==> src/rtl/utf8nv_pkg.sv <==
// Shared types, constants and the helper function of the UTF-8 name validator.
`timescale 1ns / 1ps

package utf8nv_pkg;

	localparam int unsigned BYTE_W   = 8;
	localparam int unsigned SCALAR_W = 21;
	localparam int unsigned PADDR_W  = 3;
	localparam int unsigned PDATA_W  = 32;

	localparam logic [BYTE_W-1:0] MAX_NAME_RESET = 8'd64;
	localparam logic [BYTE_W-1:0] COUNT_SAT      = 8'hFF;

	// register index, taken from paddr above the byte offset
	localparam logic REG_MAX_NAME_BYTES = 1'b0;

	typedef enum logic [3:0] {
		FAULT_NONE       = 4'd0,
		FAULT_CONTROL    = 4'd1,
		FAULT_BAD_LEAD   = 4'd2,
		FAULT_BAD_CONT   = 4'd3,
		FAULT_TRUNCATED  = 4'd4,
		FAULT_OVERLONG   = 4'd5,
		FAULT_RANGE      = 4'd6,
		FAULT_SPACE_ONLY = 4'd7,
		FAULT_TOO_LONG   = 4'd8
	} fault_t;

	// per-name decoder state
	typedef struct packed {
		logic [1:0]          pend;
		logic [1:0]          seq_len;
		logic [SCALAR_W-1:0] acc;
		logic [BYTE_W-1:0]   count;
		logic                saw_non_space;
		fault_t              fault;
	} name_state_t;

	localparam name_state_t NAME_STATE_CLEAR = '{
		pend:          2'd0,
		seq_len:       2'd0,
		acc:           '0,
		count:         '0,
		saw_non_space: 1'b0,
		fault:         FAULT_NONE
	};

	// verdict of one finished name
	typedef struct packed {
		logic   ok;
		fault_t fault;
	} verdict_t;

	function automatic logic is_wide_space(input logic [SCALAR_W-1:0] s);
		logic r;
		r = (s == 21'h00085) || (s == 21'h000A0) || (s == 21'h01680) ||
			((s >= 21'h02000) && (s <= 21'h0200A)) ||
			(s == 21'h02028) || (s == 21'h02029) || (s == 21'h0202F) ||
			(s == 21'h0205F) || (s == 21'h03000);
		return r;
	endfunction

endpackage

==> src/rtl/utf8nv_apb.sv <==
// APB register slave holding the name length limit.
`timescale 1ns / 1ps

module utf8nv_apb (
	input  logic                                clk,
	input  logic                                arst_n,
	input  logic                                psel,
	input  logic                                penable,
	input  logic                                pwrite,
	input  logic [utf8nv_pkg::PADDR_W-1:0]      paddr,
	input  logic [utf8nv_pkg::PDATA_W-1:0]      pwdata,
	output logic [utf8nv_pkg::PDATA_W-1:0]      prdata,
	output logic                                pready,
	output logic [utf8nv_pkg::BYTE_W-1:0]       max_name_bytes
);

	logic                             hit;
	logic [utf8nv_pkg::BYTE_W-1:0]    max_q;

	assign hit    = (paddr[utf8nv_pkg::PADDR_W-1] == utf8nv_pkg::REG_MAX_NAME_BYTES);
	assign pready = 1'b1;

	always_ff @(posedge clk or negedge arst_n) begin
		if (!arst_n) begin
			max_q <= utf8nv_pkg::MAX_NAME_RESET;
		end else if (psel && penable && pwrite && hit) begin
			max_q <= pwdata[utf8nv_pkg::BYTE_W-1:0];
		end
	end

	always_comb begin
		prdata = '0;
		if (hit) begin
			prdata[utf8nv_pkg::BYTE_W-1:0] = max_q;
		end
	end

	assign max_name_bytes = max_q;

endmodule

==> src/rtl/utf8nv_decode.sv <==
// Next-state and verdict logic for one byte of a name.
`timescale 1ns / 1ps

module utf8nv_decode (
	input  utf8nv_pkg::name_state_t          cur,
	input  logic [utf8nv_pkg::BYTE_W-1:0]    b,
	input  logic [utf8nv_pkg::BYTE_W-1:0]    max_name_bytes,
	output utf8nv_pkg::name_state_t          nxt,
	output utf8nv_pkg::verdict_t             verdict
);

	logic [utf8nv_pkg::BYTE_W:0]       pos;
	logic [utf8nv_pkg::SCALAR_W-1:0]   acc_new;
	logic [1:0]                        pend_new;
	logic [utf8nv_pkg::SCALAR_W-1:0]   least;
	utf8nv_pkg::fault_t                v;

	always_comb begin
		nxt      = cur;
		pos      = {1'b0, cur.count} + 9'd1;
		acc_new  = {cur.acc[utf8nv_pkg::SCALAR_W-7:0], b[5:0]};
		pend_new = 2'(cur.pend - 2'd1);
		case (cur.seq_len)
			2'd1:    least = 21'h00080;
			2'd2:    least = 21'h00800;
			default: least = 21'h10000;
		endcase

		if (pos > {1'b0, max_name_bytes}) begin
			nxt.fault = utf8nv_pkg::FAULT_TOO_LONG;
		end
		if (cur.count != utf8nv_pkg::COUNT_SAT) begin
			nxt.count = 8'(cur.count + 8'd1);
		end

		// once any fault is held, bytes are only counted and checked against the length limit
		if (nxt.fault == utf8nv_pkg::FAULT_NONE) begin
			if (cur.pend != 2'd0) begin
				if (b[7:6] != 2'b10) begin
					nxt.fault = utf8nv_pkg::FAULT_BAD_CONT;
				end else begin
					nxt.acc  = acc_new;
					nxt.pend = pend_new;
					if (pend_new == 2'd0) begin
						if (acc_new < least) begin
							nxt.fault = utf8nv_pkg::FAULT_OVERLONG;
						end else if ((acc_new > 21'h10FFFF) ||
								((acc_new >= 21'h0D800) && (acc_new <= 21'h0DFFF))) begin
							nxt.fault = utf8nv_pkg::FAULT_RANGE;
						end else if (!utf8nv_pkg::is_wide_space(acc_new)) begin
							nxt.saw_non_space = 1'b1;
						end
					end
				end
			end else if (!b[7]) begin
				if ((b < 8'h20) || (b == 8'h7F)) begin
					nxt.fault = utf8nv_pkg::FAULT_CONTROL;
				end else if (b != 8'h20) begin
					nxt.saw_non_space = 1'b1;
				end
			end else if (b inside {[8'hC2:8'hDF]}) begin
				nxt.seq_len = 2'd1;
				nxt.pend    = 2'd1;
				nxt.acc     = {16'd0, b[4:0]};
			end else if (b inside {[8'hE0:8'hEF]}) begin
				nxt.seq_len = 2'd2;
				nxt.pend    = 2'd2;
				nxt.acc     = {17'd0, b[3:0]};
			end else if (b inside {[8'hF0:8'hF4]}) begin
				nxt.seq_len = 2'd3;
				nxt.pend    = 2'd3;
				nxt.acc     = {18'd0, b[2:0]};
			end else begin
				nxt.fault = utf8nv_pkg::FAULT_BAD_LEAD;
			end
		end

		// too long beats the first fault, then truncation, then whitespace only
		v = nxt.fault;
		if ((v == utf8nv_pkg::FAULT_NONE) && (nxt.pend != 2'd0)) begin
			v = utf8nv_pkg::FAULT_TRUNCATED;
		end
		if ((v == utf8nv_pkg::FAULT_NONE) && !nxt.saw_non_space) begin
			v = utf8nv_pkg::FAULT_SPACE_ONLY;
		end
		verdict.ok    = (v == utf8nv_pkg::FAULT_NONE);
		verdict.fault = v;
	end

endmodule

==> src/rtl/utf8_name_validator.sv <==
// Top level of the streaming UTF-8 display name validator.
`timescale 1ns / 1ps

// Takes one byte of a name per cycle while in_ready is high, flagged on its
// last byte, and checks it as strict UTF-8 with a whitespace-only check and a
// length limit (max_name_bytes, APB register at address 0, reset 64). A
// transaction on the input channel can complete every such cycle; each byte is
// registered, then folded into the per-name state by one pass of the byte
// decoder. The verdict is loaded into the output register when the last byte
// leaves the input register, which waits for a free output register. Only the
// last byte of a name yields an output transaction; the input keeps flowing
// while a verdict waits, until a second last byte reaches the input register
// behind it. Per-name state clears after every verdict.

module utf8_name_validator (
	input  logic                                clk,
	input  logic                                arst_n,
	input  logic                                psel,
	input  logic                                penable,
	input  logic                                pwrite,
	input  logic [utf8nv_pkg::PADDR_W-1:0]      paddr,
	input  logic [utf8nv_pkg::PDATA_W-1:0]      pwdata,
	output logic [utf8nv_pkg::PDATA_W-1:0]      prdata,
	output logic                                pready,
	input  logic                                in_valid,
	output logic                                in_ready,
	input  logic [7:0]                          name_byte,
	input  logic                                last_byte,
	output logic                                out_valid,
	input  logic                                out_ready,
	output logic                                name_valid,
	output logic [3:0]                          fault_kind
);

	logic [utf8nv_pkg::BYTE_W-1:0]   max_name_bytes;
	logic                            valid_s1;
	logic [utf8nv_pkg::BYTE_W-1:0]   byte_s1;
	logic                            last_s1;
	logic                            advance;
	utf8nv_pkg::name_state_t         state_q;
	utf8nv_pkg::name_state_t         state_nxt;
	utf8nv_pkg::verdict_t            verdict;
	logic                            out_valid_q;
	logic                            name_valid_q;
	logic [3:0]                      fault_kind_q;

	utf8nv_apb u_apb (
		.clk            (clk),
		.arst_n         (arst_n),
		.psel           (psel),
		.penable        (penable),
		.pwrite         (pwrite),
		.paddr          (paddr),
		.pwdata         (pwdata),
		.prdata         (prdata),
		.pready         (pready),
		.max_name_bytes (max_name_bytes)
	);

	utf8nv_decode u_decode (
		.cur            (state_q),
		.b              (byte_s1),
		.max_name_bytes (max_name_bytes),
		.nxt            (state_nxt),
		.verdict        (verdict)
	);

	// a non-final byte never needs the output register
	assign advance  = valid_s1 && (!last_s1 || !out_valid_q || out_ready);
	assign in_ready = !valid_s1 || advance;

	always_ff @(posedge clk or negedge arst_n) begin
		if (!arst_n) begin
			valid_s1 <= 1'b0;
		end else if (in_ready) begin
			valid_s1 <= in_valid;
		end
	end

	always_ff @(posedge clk) begin
		if (in_ready && in_valid) begin
			byte_s1 <= name_byte;
			last_s1 <= last_byte;
		end
	end

	always_ff @(posedge clk or negedge arst_n) begin
		if (!arst_n) begin
			state_q <= utf8nv_pkg::NAME_STATE_CLEAR;
		end else if (advance) begin
			state_q <= last_s1 ? utf8nv_pkg::NAME_STATE_CLEAR : state_nxt;
		end
	end

	always_ff @(posedge clk or negedge arst_n) begin
		if (!arst_n) begin
			out_valid_q <= 1'b0;
		end else if (advance && last_s1) begin
			out_valid_q <= 1'b1;
		end else if (out_ready) begin
			out_valid_q <= 1'b0;
		end
	end

	always_ff @(posedge clk) begin
		if (advance && last_s1) begin
			name_valid_q <= verdict.ok;
			fault_kind_q <= 4'(verdict.fault);
		end
	end

	assign out_valid  = out_valid_q;
	assign name_valid = name_valid_q;
	assign fault_kind = fault_kind_q;

endmodule
==> config.mk <==
export PLATFORM = sky130hd
export DESIGN_NAME = utf8_name_validator
export DESIGN_NICKNAME = d
export VERILOG_FILES = /design/src/rtl/utf8nv_pkg.sv /design/src/rtl/utf8nv_apb.sv /design/src/rtl/utf8nv_decode.sv /design/src/rtl/utf8_name_validator.sv
export SDC_FILE = /design/constraint.sdc
export NUM_CORES = 1
export LEC_CHECK = 0
export ABC_AREA = 0
export ABC_CLOCK_PERIOD_IN_PS = 4600
export BUFFER_PORTS_ARGS = -buffer_cell sky130_fd_sc_hd__buf_2
export CAP_MARGIN = 5
export CORE_MARGIN = 2
export CORE_UTILIZATION = 55
export CTS_BUF_LIST = sky130_fd_sc_hd__clkbuf_4
export CTS_CLUSTER_DIAMETER = 50
export DETAILED_ROUTE_END_ITERATION = 8
export PLACE_DENSITY = 0.85
export RECOVER_POWER = 100
export SYNTH_ARGS = -nofsm -noshare
export SYNTH_HDL_FRONTEND = slang
export SYNTH_SLANG_ARGS = --single-unit
==> constraint.sdc <==
create_clock -name clk -period 4.6 [get_ports clk]
set_clock_uncertainty 0.2 [all_clocks]
set_input_delay 0.92 -clock clk [delete_from_list [all_inputs] [get_ports clk]]
set_output_delay 0.92 -clock clk [all_outputs]
set_load 0.05 [all_outputs]
==> results of run 1 <==
-- through the flow --
step	utilization	power, W	hold WS (ps)	worst slack [ps]
after floorplan	-	0.001078	279.4	1284
after detailed placement	0.5836	0.001180	292.9	851.0
after global placement	0.5836	0.001160	288.8	923.8
final	0.5850	0.001370	322.0	579.1
after CTS	0.5927	0.001390	325.3	824.5
after global routing	0.5850	0.001451	362.2	283.7
-- power by group --
group          total (W)  internal [W]  switching, W
combinational   0.000528      0.000175      0.000353
sequential      0.000627      0.000574     0.0000532
clock           0.000215     0.0000718      0.000143
total            0.00137      0.000821      0.000549
-- placed cells by master, fill, tap and decap left out, types with 14 or more instances in the layout --
master / synthesis / routed
sky130_fd_sc_hd__a22o_1: 16 / 16
sky130_fd_sc_hd__buf_2: 3 / 22
sky130_fd_sc_hd__clkbuf_1: 10 / 17
sky130_fd_sc_hd__conb_1: 2 / 25
sky130_fd_sc_hd__dfrtp_1: 41 / 41
sky130_fd_sc_hd__edfxtp_1: 14 / 14
sky130_fd_sc_hd__ha_1: 15 / 15
sky130_fd_sc_hd__inv_1: 22 / 22
sky130_fd_sc_hd__nand2_1: 18 / 20
sky130_fd_sc_hd__nand3_1: 14 / 14
sky130_fd_sc_hd__nor2_1: 27 / 27
sky130_fd_sc_hd__o21ai_0: 12 / 15
-- metal layers --
| metal | up-vias | global-route usage | share of wire |
|---|---|---|---|
| li1 | 1334 | - | - |
| met1 | 1333 | 0.2786 | 0.44 |
| met2 | 113 | 0.3470 | 0.49 |
| met3 | 7 | 0.02753 | 0.058 |
| met4 | 0 | 0.04906 | 0.0087 |
| met5 | - | 0 | 0 |
-- cell type report --
cell class	instances	area [um2]
fillers	552	2620
multi-input cells	266	1810
flip-flops and latches	56	1473
repair buffers	39	173.9
well taps	77	96.34
inverters	22	82.58
clock buffers	7	52.55
clock inverters	1	5.005
-- worst min-delay path by stage --
stage	start	end	slack (ps)	cells after the start
after floorplan	u_apb.max_name_bytes[1]	u_apb.max_name_bytes[1]	280	1
after global placement	u_apb.max_name_bytes[7]	u_apb.max_name_bytes[7]	290	1
after detailed placement	u_apb.max_name_bytes[1]	u_apb.max_name_bytes[1]	290	1
after CTS	u_apb.max_name_bytes[1]	u_apb.max_name_bytes[1]	330	1
after global routing	u_apb.max_name_bytes[1]	u_apb.max_name_bytes[1]	360	1
final	u_apb.max_name_bytes[1]	u_apb.max_name_bytes[1]	320	1
-- logic make-up (layout without fill, tap and decap cells) --
| family | after synthesis | after routing | synth area share |
|---|---|---|---|
| xor+xnor | 6 | 6 | 0.01477 |
| flops | 56 | 56 | 0.4139 |
| buf+inv | 61 | 69 | 0.09388 |
| other cells | 2 | 25 | 0.002110 |
| mux | 8 | 8 | 0.02532 |
| compound gates | 90 | 90 | 0.1994 |
| simple gates | 122 | 122 | 0.1980 |
| fa+ha+maj | 15 | 15 | 0.05274 |
-- flip-flops by register name (all words and copies together) (netlist names) --
register,cells
state_q,32
byte_s1,8
valid_s1,1
last_s1,1
u_apb.max_name_bytes,8
out_valid,1
name_valid,1
fault_kind,4
==> results by stage, run 1 <==
GRT:
- The wire length of the first global-routing pass is 11.81 mm.
- The global routing usage summed across all routing layers is 0.2038.
- The maximum number of pins on one net before global-route repair is 43.
- The via count of the first global-routing pass is 2563.
- Summed over all layers, the global routing overflow is 0.
- The number of antenna violations at the first check in global routing is 0.

STA:
- At the pin with the least slew margin, the transition time is 2221 ps.
- The number of pins with negative max-slew slack in the final report was 43.
- The maximum operating frequency is 248.7 MHz.
- Setup violations remaining at the end of the flow were counted as 0.
- The number of hold violations in the final report is 0.
- Setup total negative slack on the finished layout was measured at 0 ps.
- Subtracting the final worst setup slack from the clock period gives 4021 ps.
- Setup repair after global routing left no endpoint under its margin.
- The max-slew headroom at the worst pin is -0.4804.
- Of the available clock period, the critical path in the final layout requires 0.8741.

Critical path:
- The critical path starts at state_q[5].
- For this design, the slowest cell found on the critical path is sky130_fd_sc_hd__nor4_2.
- The worst flop-to-flop path endpoint is state_q[24].
- Data arrives at the worst endpoint at 4150 ps.
- The gate family responsible for the most delay along the worst path is simple AND/OR/NAND/NOR gates.
- The required time of the critical path is 4730 ps.
- The startpoint kind of the worst setup timing path is a flop.
- STA classifies the critical path endpoint as a flop.
- Following the worst setup path forward leads to its endpoint at state_q[24].
- The largest incremental delay on the critical path is 610 ps.
- The startpoint-to-endpoint class of the critical path is flop to flop.
- The number of stages on the worst setup path is 12.
- For the worst flop-to-flop path, the logic depth is 12.
- The number of buffers and inverters on the critical path is 0.
- Walking the worst path, the cells encountered are ha_1 > and2_0 > and2_0 > xor2_1 > ha_1 > nand4_1 > a21oi_1 > o41ai_4 > nand2_1 > nor4_2 > and2b_1 > a22o_1.
- The setup check on the worst reg-to-reg path leaves a slack of 580 ps.
- In this run the critical register-to-register path is launched from state_q[5].
- Along the worst path, the maximum fanout reaches 10.

Clock tree:
- The CTS buffer count is 5.
- After clock tree synthesis, the clock-pin slew on the worst setup and hold paths is 160 ps.
- The hold-fix buffer count after cts is 0.
- The count of buffers added by post-CTS timing repair for setup is 0.
- At the later pin of the worst-skew pair, clock insertion delay measures 380 ps.
- After clock tree synthesis, the repair step resized 0 gates.
- The CTS sink count is 56.
- The maximum root-to-sink buffer count is 2.
- In this run the clock root is driven by a sky130_fd_sc_hd__clkbuf_4.
- The clock tree from TritonCTS is built.
- The H-tree was split into 2 levels.

Routing:
- Dividing the detail-routed wire length by the instance count gives 15.31 um.
- After detailed routing, the number of remaining DRC violations is 0.
- The detailed-route vias per instance is 5.955.
- The final antenna-violating net count is 0.
- The detailed router's first-iteration violation count is 183.
- The wire length after detailed routing is 7.165 mm.
- For this block, the via count after detailed routing is 2787.
- The first TritonRoute pass finished after 4 iterations.

Job:
- The max-cap check violation count is 1.

Synth:
- After synthesis, the most frequently instantiated cells are sky130_fd_sc_hd__dfrtp_1, sky130_fd_sc_hd__nor2_1, sky130_fd_sc_hd__buf_4.
- The top-area cell type share of the netlist area is 0.2883.
- The dominant synthesized flop cell is sky130_fd_sc_hd__dfrtp_1.
- The share of flip-flops with an asynchronous set or reset is 0.7500.
- The mapped netlist covers 3558 um2.
- The count of distinct cell types in the synthesized netlist is 71.
- After technology mapping, the gate count stands at 360.
- The mean instance size in the synthesized netlist is 9.884 um2.
- The fraction of the yosys area taken by sequential cells is 0.4139.
- The largest total area in the synthesized netlist belongs to sky130_fd_sc_hd__dfrtp_1.
- After synthesis the netlist holds a flip-flop and latch count of 56.
- The count of flip-flops with a built-in enable after synthesis is 14.
- By area the synthesized netlist is led by sky130_fd_sc_hd__dfrtp_1, sky130_fd_sc_hd__edfxtp_1, sky130_fd_sc_hd__buf_4.
- For this run, the number of Yosys warnings is 0.
- The leading cell type by number of instances after synthesis is sky130_fd_sc_hd__dfrtp_1.

Placement:
- The HPWL after detailed placement is 5.455 mm.
- Once placement completed, the tool counted placed cells totaling 460.
- The placed instances occupy a cell area of 3685 um2.
- The quantity of I/O buffers inserted on ports is 39.
- The placer's final routability congestion estimate is 0.9508.

Die:
- In this run the vertical extent of the chip is 84.44 um.
- The die outline area is 7129 um2.
- The core footprint is 6314 um2.
- The initial utilization of the core area, before any placement, comes to 0.5636.
- In this run the core area contains 29 standard-cell rows.
- The I/O pin count is 91.
- The floorplan die width is 84.44 um.

Layout:
- 0 antenna diodes ended up in the layout.
- The area added between synthesis and finish is 3.797%.
- Of the cells placed in the final design, the portion with a size suffix greater than 1 is 0.1381.
- The finished layout holds 468 standard cells, fillers aside.
- The net count of the finished layout is 456.
- The final standard cell area without fillers is 3694 um2.

Pwr:
- IR analysis of the VDD net gives a maximum drop of 0.2638 mV.
- For this design the static power due to leakage is 1.660 nW.
- The power density normalized to cell area is 371.0 nW/um2.

Run status:
- The run finished, with violations left.
- The checks that failed: capacitance limit, slew limit.

Hold path:
- The path class of the tightest hold or removal check is flop to flop.
(Power assumes the default switching activity.)
==> inputs of run 2 (changes only) <==
- CORE_ASPECT_RATIO: unset -> 1.2
==> run 2 against run 1 <==
  * The flow still finishes with violations (capacitance limit, slew limit)
  * Highest routed layer unchanged
  * Critical path depth unchanged
  * Non-clock buffer count unchanged
  * Clock power about the same
  * Power up 0.86%
  * First-iteration DRC count up 2.2%
  * Global-route usage up 0.15 points
  * Count of clock-buffer cells in the layout unchanged
  * Routed wire length up 1.9%
  * Combinational power up 2%
  * Final area up 0.47%
  * Maximum frequency up 0.46%
==> results by stage, run 2 (synthesized netlist as in run 1, its figures left out) <==
Layout:
- The register name with the most flops is state_q.
- The sequential cell area is 1473 um2 (unchanged).
- The net count of the finished layout is 456 (unchanged).
- The number of flip-flops under the largest register name is 32 (unchanged).
- Leaving out fill and tap cells, the most frequent cell in the layout is sky130_fd_sc_hd__dfrtp_1.
- The antenna diode count was 0 (unchanged).
- The number of non-filler instances in the completed layout is 476 (+1.7%).
- The share of cells above drive strength 1 is 0.1355 (-0.002558).
- The total area of multi-input combinational cells is 1819 um2 (+0.48%).
- Leaving out fill and tap cells, the most frequent cells in the layout are sky130_fd_sc_hd__dfrtp_1, sky130_fd_sc_hd__nor2_1, sky130_fd_sc_hd__conb_1, sky130_fd_sc_hd__inv_1, sky130_fd_sc_hd__buf_2.
- The fill cell instance count of the final layout is 575 (+4.2%).
- The area growth from synthesis to layout is 4.290%.

Hold path:
- The startpoint identified for the worst hold timing path is u_apb.max_name_bytes[4].
- The type of the worst min-delay path is flop to flop.

Critical path:
- The path depth of the worst reg2reg path came to 12 (unchanged).
- The endpoint identified for the worst register-to-register timing path is state_q[18].
- The startpoint identified for the worst register-to-register timing path is state_q[5].
- The launch point of the worst path is state_q[5].
- The data arrival at the endpoint of the critical path is 4120 ps (-30 ps).
- STA classifies the critical path endpoint as a flop.
- The critical path ends at state_q[18].
- The worst setup slack for register-to-register paths is 600 ps (+20 ps).
- The startpoint kind of the worst setup timing path is a flop.
- The critical path in this run is classified as flop to flop.
- The required time of the critical path was 4720 ps (about the same).
- The highest net fanout along the worst path came to 10 (unchanged).

Clock tree:
- The CTS buffer count is 5 (unchanged).
- The total of cells resized after clock tree synthesis is 0 (unchanged).
- The cell sitting at the root of the clock tree is a sky130_fd_sc_hd__clkbuf_4.
- The maximum root-to-sink buffer count came to 2 (unchanged).
- TritonCTS built the clock tree.
- The number of levels in the clock H-tree came to 2 (unchanged).
- The clock-pin slew of the registers on the worst-case setup and hold paths came to 150 ps (about the same).
- The clock latency at the later pin of the worst-skew pair is 370 ps (about the same).
- The hold-fix buffer count after cts is 0 (unchanged).
- The count of buffers added by post-CTS timing repair for setup is 0 (unchanged).
- The CTS sink count is 56 (unchanged).

Run status:
- The checks that failed: capacitance limit, slew limit.
- The run finished, with violations left.

STA:
- The portion of the clock cycle consumed by the worst path in the final layout is 0.8701 (-0.003975).
- The number of pins with negative max-slew slack in the final report is 43 (unchanged).
- Setup repair after global routing left no endpoint under its margin.
- The max-slew headroom at the worst pin was -0.4938 (-0.01335).
- The post-route worst setup slack is 597.3 ps (+18.28 ps).
- The slew at the pin with the worst max-slew slack is 2241 ps (+20.03 ps).
- The setup-violating endpoint count in the final report was 0 (unchanged).
- The maximum operating frequency was 249.8 MHz (+0.46%).
- The number of hold violations in the final report is 0 (unchanged).
- The final period demand of the worst path came to 4003 ps (-18.28 ps).
- The aggregate negative setup slack came to 0 ps (unchanged).

Routing:
- The first-pass detailed-route iteration total is 7 (+3).
- The final antenna-violating net count is 0 (unchanged).
- The detailed router's first-iteration violation count is 187 (+2.2%).
- The routed via count is 2833 (+1.7%).
- The DRC violation count after routing came to 0 (unchanged).
- The wire length after detailed routing is 7.304 mm (+1.9%).
- The detailed-route vias per instance is 5.952 (about the same).
- The detail-routed net length per standard cell is 15.34 um (+0.23%).

Die:
- The die outline area is 7132 um2 (about the same).
- The core footprint is 6326 um2 (+0.20%).
- The starting utilization of the core area is 0.5625 (-0.001115).
- The die extent in y came to 92.11 um (+9.1%).
- The floorplan die width is 77.43 um (-8.3%).
- The I/O pin count is 91 (unchanged).
- The number of rows in the core area is 32 (+10%).

Pwr:
- The maximum vdd ir drop is 0.2395 mV (-9.2%).
- The leakage dissipation came to 1.659 nW (about the same).
- The power density normalized to cell area came to 372.4 nW/um2 (+0.38%).
- The overall power came to 0.001382 W (+0.86%).

Placement:
- The worst setup slack before clock tree synthesis was 778.5 ps (-72.57 ps).
- The placer's final routability congestion estimate is 0.9302 (-2.2%).
- The quantity of I/O buffers inserted on ports is 39 (unchanged).
- The half-perimeter wire length of the detailed placement result is 5.509 mm (+0.98%).
- The total instance count after detailed placement came to 468 (+1.7%).

GRT:
- The number of antenna violations at the first check in global routing is 0 (unchanged).
- The global routing usage summed across all routing layers was 0.2053 (+0.001469).
- The maximum number of pins on one net before global-route repair was 43 (unchanged).
- The wire length of the first global-routing pass is 11.91 mm (+0.82%).
- The via count of the first global-routing pass is 2608 (+1.8%).
- The global-route congestion overflow total was 0 (unchanged).

Job:
- The max-cap check violation count is 1 (unchanged).
-- run 2: cell count changes in the layout (fill, tap and decap cells not counted) --
cell,before,now
sky130_fd_sc_hd__nor4_2,1,0
sky130_fd_sc_hd__nor4_4,0,1
sky130_fd_sc_hd__clkinv_2,1,0
sky130_fd_sc_hd__clkinv_1,0,1
-- run 2: per-stage QoR --
step	hold WS, ps	instance area, um2	util
floorplan	279.4	3645	-
detailed placement	297.2	3695	0.5841
global placement	290.4	3695	0.5841
finish	325.6	3711	0.5866
global route	345.9	3711	0.5866
CTS	330.1	3751	0.5930
-- run 2: worst min path at each step --
stage                                    endpoint  depth (start not counted)
after floorplan           u_apb.max_name_bytes[1]                          1
after global placement    u_apb.max_name_bytes[1]                          1
after detailed placement  u_apb.max_name_bytes[4]                          1
after CTS                 u_apb.max_name_bytes[4]                          1
after global routing      u_apb.max_name_bytes[4]                          1
final                     u_apb.max_name_bytes[4]                          1
-- run 2: per-layer routing --
metal,vias up,track usage,share of wire
met3,9,0.02854,0.046
met1,1378,0.2447,0.40
li1,1340,-,-
met5,-,0,0
met4,0,0.05655,0.012
met2,106,0.3826,0.54
-- run 2: cell type report --
| class | count | share of cell area |
|---|---|---|
| Timing Repair Buffer | 39 | 0.04686 |
| Sequential cell | 56 | 0.3968 |
| Multi-Input combinational cell | 266 | 0.4902 |
| Clock buffer | 7 | 0.01416 |
| Inverter | 22 | 0.02225 |
| Clock inverter | 1 | 0.001011 |
| Tap cell | 85 | 0.02866 |
-- run 2: critical path, stage by stage, from the launching register on --
cell and delay, ps:
sky130_fd_sc_hd__dfrtp_1 460, sky130_fd_sc_hd__ha_1 300, sky130_fd_sc_hd__and2_0 180, sky130_fd_sc_hd__and2_0 200, sky130_fd_sc_hd__xor2_1 160, sky130_fd_sc_hd__ha_1 310
sky130_fd_sc_hd__nand4_1 140, sky130_fd_sc_hd__a21oi_1 100, sky130_fd_sc_hd__o41ai_4 530, sky130_fd_sc_hd__nand2_1 290, sky130_fd_sc_hd__nor4_4 500, sky130_fd_sc_hd__and2b_1 390
sky130_fd_sc_hd__a22o_1 190
-- run 2: power by group --
group | switching (W) | internal (W) | total (W)
registers | 0.0000535 | 0.000574 | 0.000627
logic | 0.000359 | 0.000178 | 0.000537
clock network | 0.000147 | 0.0000711 | 0.000218
==> inputs of run 3 (changes only) <==
- ABC_CLOCK_PERIOD_IN_PS: 4600 -> 3400
- CORE_UTILIZATION: 55 -> 50
- PLACE_DENSITY: 0.85 -> 0.82
- clock period: 4.6 -> 3.4 ns (I/O delays scaled with it)
==> run 3 against run 2 <==
  * Via count is 3.0% higher
  * Sequential share of layout area is 2.8 points lower
  * Critical endpoint is now fault_kind[2]
  * Worst setup slack worse by 650 ps
  * First-iteration DRC count is 16% lower
  * Critical path depth stayed put
  * Count of clock-buffer cells in the layout is 2 lower
  * The run ends with capacitance limit, slew limit, setup timing left
==> results by stage, run 3 (synthesized netlist as in run 1, its figures left out) <==
Die:
- The starting utilization of the core area came to 0.5192 (-0.04333).
- The floorplan die width is 81.01 um (+4.6%).
- The die outline area is 7810 um2 (+9.5%).
- The core footprint is 6854 um2 (+8.3%).
- The number of rows in the core area is 33 (+3.1%).
- The die extent in y is 96.41 um (+4.7%).
- The I/O pin count is 91 (unchanged).

Layout:
- The antenna diode count came to 0 (unchanged).
- The number of flip-flops under the largest register name is 32 (unchanged).
- The core occupancy in the finished layout is 0.5832 (-0.003388).
- The share of cells above drive strength 1 was 0.2257 (+0.09018).
- The area added between synthesis and finish is 12.34%.
- The library cell used most frequently in the layout, excluding fill and tap cells, is sky130_fd_sc_hd__dfrtp_1.
- The number of non-filler instances in the completed layout is 499 (+4.8%).
- The net count of the finished layout is 477 (+4.6%).
- The library cells used most frequently in the layout, excluding fill and tap cells, are sky130_fd_sc_hd__dfrtp_1, sky130_fd_sc_hd__nor2_1, sky130_fd_sc_hd__conb_1, sky130_fd_sc_hd__inv_1, sky130_fd_sc_hd__buf_2.
- The register name with the most flops is state_q.

Critical path:
- The startpoint-to-endpoint class of the critical path is flop to flop.
- The data arrival at the endpoint of the critical path is 3420 ps (-700 ps).
- The highest net fanout along the worst path came to 5 (-5).
- The startpoint kind of the worst setup timing path is a flop.
- The type of destination of the critical path is a flop.
- The required time of the critical path is 3360 ps (-1360 ps).

GRT:
- The maximum number of pins on one net before global-route repair is 43 (unchanged).
- The global-route congestion overflow total is 0 (unchanged).
- The number of antenna violations at the first check in global routing came to 0 (unchanged).
- The wire length of the first global-routing pass was 12.63 mm (+6.0%).
- The global routing usage summed across all routing layers is 0.2064 (+0.001126).
- The via count of the first global-routing pass is 2861 (+9.7%).

Routing:
- The first-pass detailed-route iteration total was 5 (-2).
- The sum of met2 wire segment lengths after detailed routing was 4.137 mm (+4.9%).
- The wire length after detailed routing is 7.826 mm (+7.1%).
- The detailed router's first-iteration violation count is 157 (-16%).
- The final antenna-violating net count is 0 (unchanged).
- The detailed-route wire length on metal 1 was 3.124 mm (+6.2%).
- The highest metal layer with signal wires is met4.
- The detailed-route vias per instance was 5.850 (-1.7%).
- The DRC violation count after routing is 0 (unchanged).
- The routed via count is 2919 (+3.0%).
- The met3 wire length came to 411 um (+23%).
- The detail-routed net length per standard cell is 15.68 um (+2.2%).

Pwr:
- The power density normalized to cell area is 516.5 nW/um2 (+39%).
- The leakage dissipation is 1.789 nW (+7.8%).
- The maximum vdd ir drop came to 0.2947 mV (+23%).
- The overall power is 0.002065 W (+49%).

STA:
- The setup-violating endpoint count in the final report is 4 (+4).
- The portion of the clock cycle consumed by the worst path in the final layout is 1.017 (+0.1465).
- Setup repair after global routing could not meet its margin everywhere.
- The number of pins with negative max-slew slack in the final report is 43 (unchanged).
- The number of hold violations in the final report is 0 (unchanged).
- The slew at the pin with the worst max-slew slack is 2316 ps (+74.83 ps).
- The post-route worst setup slack is -56.72 ps (-654.1 ps).
- The aggregate negative setup slack is -162.1 ps (-162.1 ps).
- The max-slew headroom at the worst pin is -0.5437 (-0.04989).
- The maximum operating frequency was 289.3 MHz (+16%).
- The final period demand of the worst path came to 3457 ps (-545.9 ps).

Clock tree:
- The clock tree from TritonCTS is built.
- The clock latency at the later pin of the worst-skew pair came to 380 ps (about the same).
- The CTS buffer count was 5 (unchanged).
- The root buffer cell is sky130_fd_sc_hd__clkbuf_4.
- The maximum root-to-sink buffer count is 2 (unchanged).
- The clock-pin slew of the registers on the worst-case setup and hold paths is 160 ps (about the same).
- The CTS sink count was 56 (unchanged).
- The number of levels in the clock H-tree is 2 (unchanged).

Placement:
- The quantity of I/O buffers inserted on ports came to 39 (unchanged).
- The placer's final routability congestion estimate was 0.9098 (-2.2%).
- The total instance count after detailed placement is 484 (+3.4%).
- The half-perimeter wire length of the detailed placement result is 5.563 mm (+0.99%).

Hold path:
- The type of the worst min-delay path is input port to flop.

Run status:
- The checks that failed: capacitance limit, slew limit, setup timing.
- The flow ran to the end, but the final reports show violations.

Job:
- The max-cap check violation count is 1 (unchanged).
==> run 3: changes by cell type in the layout (fill, tap and decap cells not counted), sizes merged <==
cell,before,now
clkbuf,24,22
clkinv,1,2
and2b,1,2
bufinv,0,1
buf,22,42
==> run 3: what timing repair did <==
action                                  4_1_cts  5_1_grt
endpoints found under the setup margin       14       21
setup buffers                                 4        3
gates cloned                                  0        1
resized for setup                             5       16
pin swaps                                     8       18
hold buffers                                  0        0
==> run 3: final timing paths <==
path | start | endpoint | slack, ps | cells after the start
setup / recovery | state_q[6] | fault_kind[2] | -60 | 12
hold / removal | name_byte[7] | byte_s1[7] | 270 | 1
setup reg to reg | state_q[6] | fault_kind[2] | -60 | 12
hold reg to reg | u_apb.max_name_bytes[5] | u_apb.max_name_bytes[5] | 330 | 1
max in group asynchronous | arst_n | state_q[17] | 910 | 1
min in group asynchronous | arst_n | u_apb.max_name_bytes[2] | 770 | 1
==> run 3: layout make-up <==
cell class / count / area (um2)
Timing Repair Buffer: 59 / 327.8
Clock inverter: 3 / 37.54
Multi-Input combinational cell: 267 / 1931
Clock buffer: 5 / 37.54
Tap cell: 87 / 108.9
Fill cell: 599 / 2856
Inverter: 22 / 82.58
Sequential cell: 56 / 1473
==> run 3: stage by stage <==
| step | setup slack (ps) | instance area (um2) | hold WS (ps) |
|---|---|---|---|
| after floorplan | 84.05 | 3645 | 184.4 |
| after global placement | 47.51 | 3802 | 291.2 |
| after detailed placement | -38.28 | 3802 | 296.1 |
| after CTS | 6.042 | 3926 | 249.6 |
| after global routing | -192.6 | 3998 | 246.2 |
| final | -56.72 | 3998 | 268.2 |
==> run 3: per-layer routing <==
metal	GRT usage	vias up
met5	0	-
met4	0.07062	0
met3	0.03253	17
met2	0.3809	109
met1	0.2416	1411
li1	-	1382
==> run 3: report_power, final <==
part	internal (W)	switching (W)	total, W
Sequential	0.000776	0.0000691	0.000846
Combinational	0.000325	0.000537	0.000862
Clock	0.000151	0.000206	0.000357
Total	0.00125	0.000813	0.00206
==> run 3: worst max-delay path: stages (launching register included) <==
cell,delay [ps]
sky130_fd_sc_hd__dfrtp_1,400
sky130_fd_sc_hd__ha_2,200
sky130_fd_sc_hd__buf_6,120
sky130_fd_sc_hd__nand3_4,70
sky130_fd_sc_hd__xnor2_2,210
sky130_fd_sc_hd__ha_1,290
sky130_fd_sc_hd__a211oi_2,220
sky130_fd_sc_hd__nor2_2,90
sky130_fd_sc_hd__o41ai_4,520
sky130_fd_sc_hd__nand3_1,140
sky130_fd_sc_hd__a222oi_1,460
sky130_fd_sc_hd__nand2_1,160
sky130_fd_sc_hd__a21o_1,180
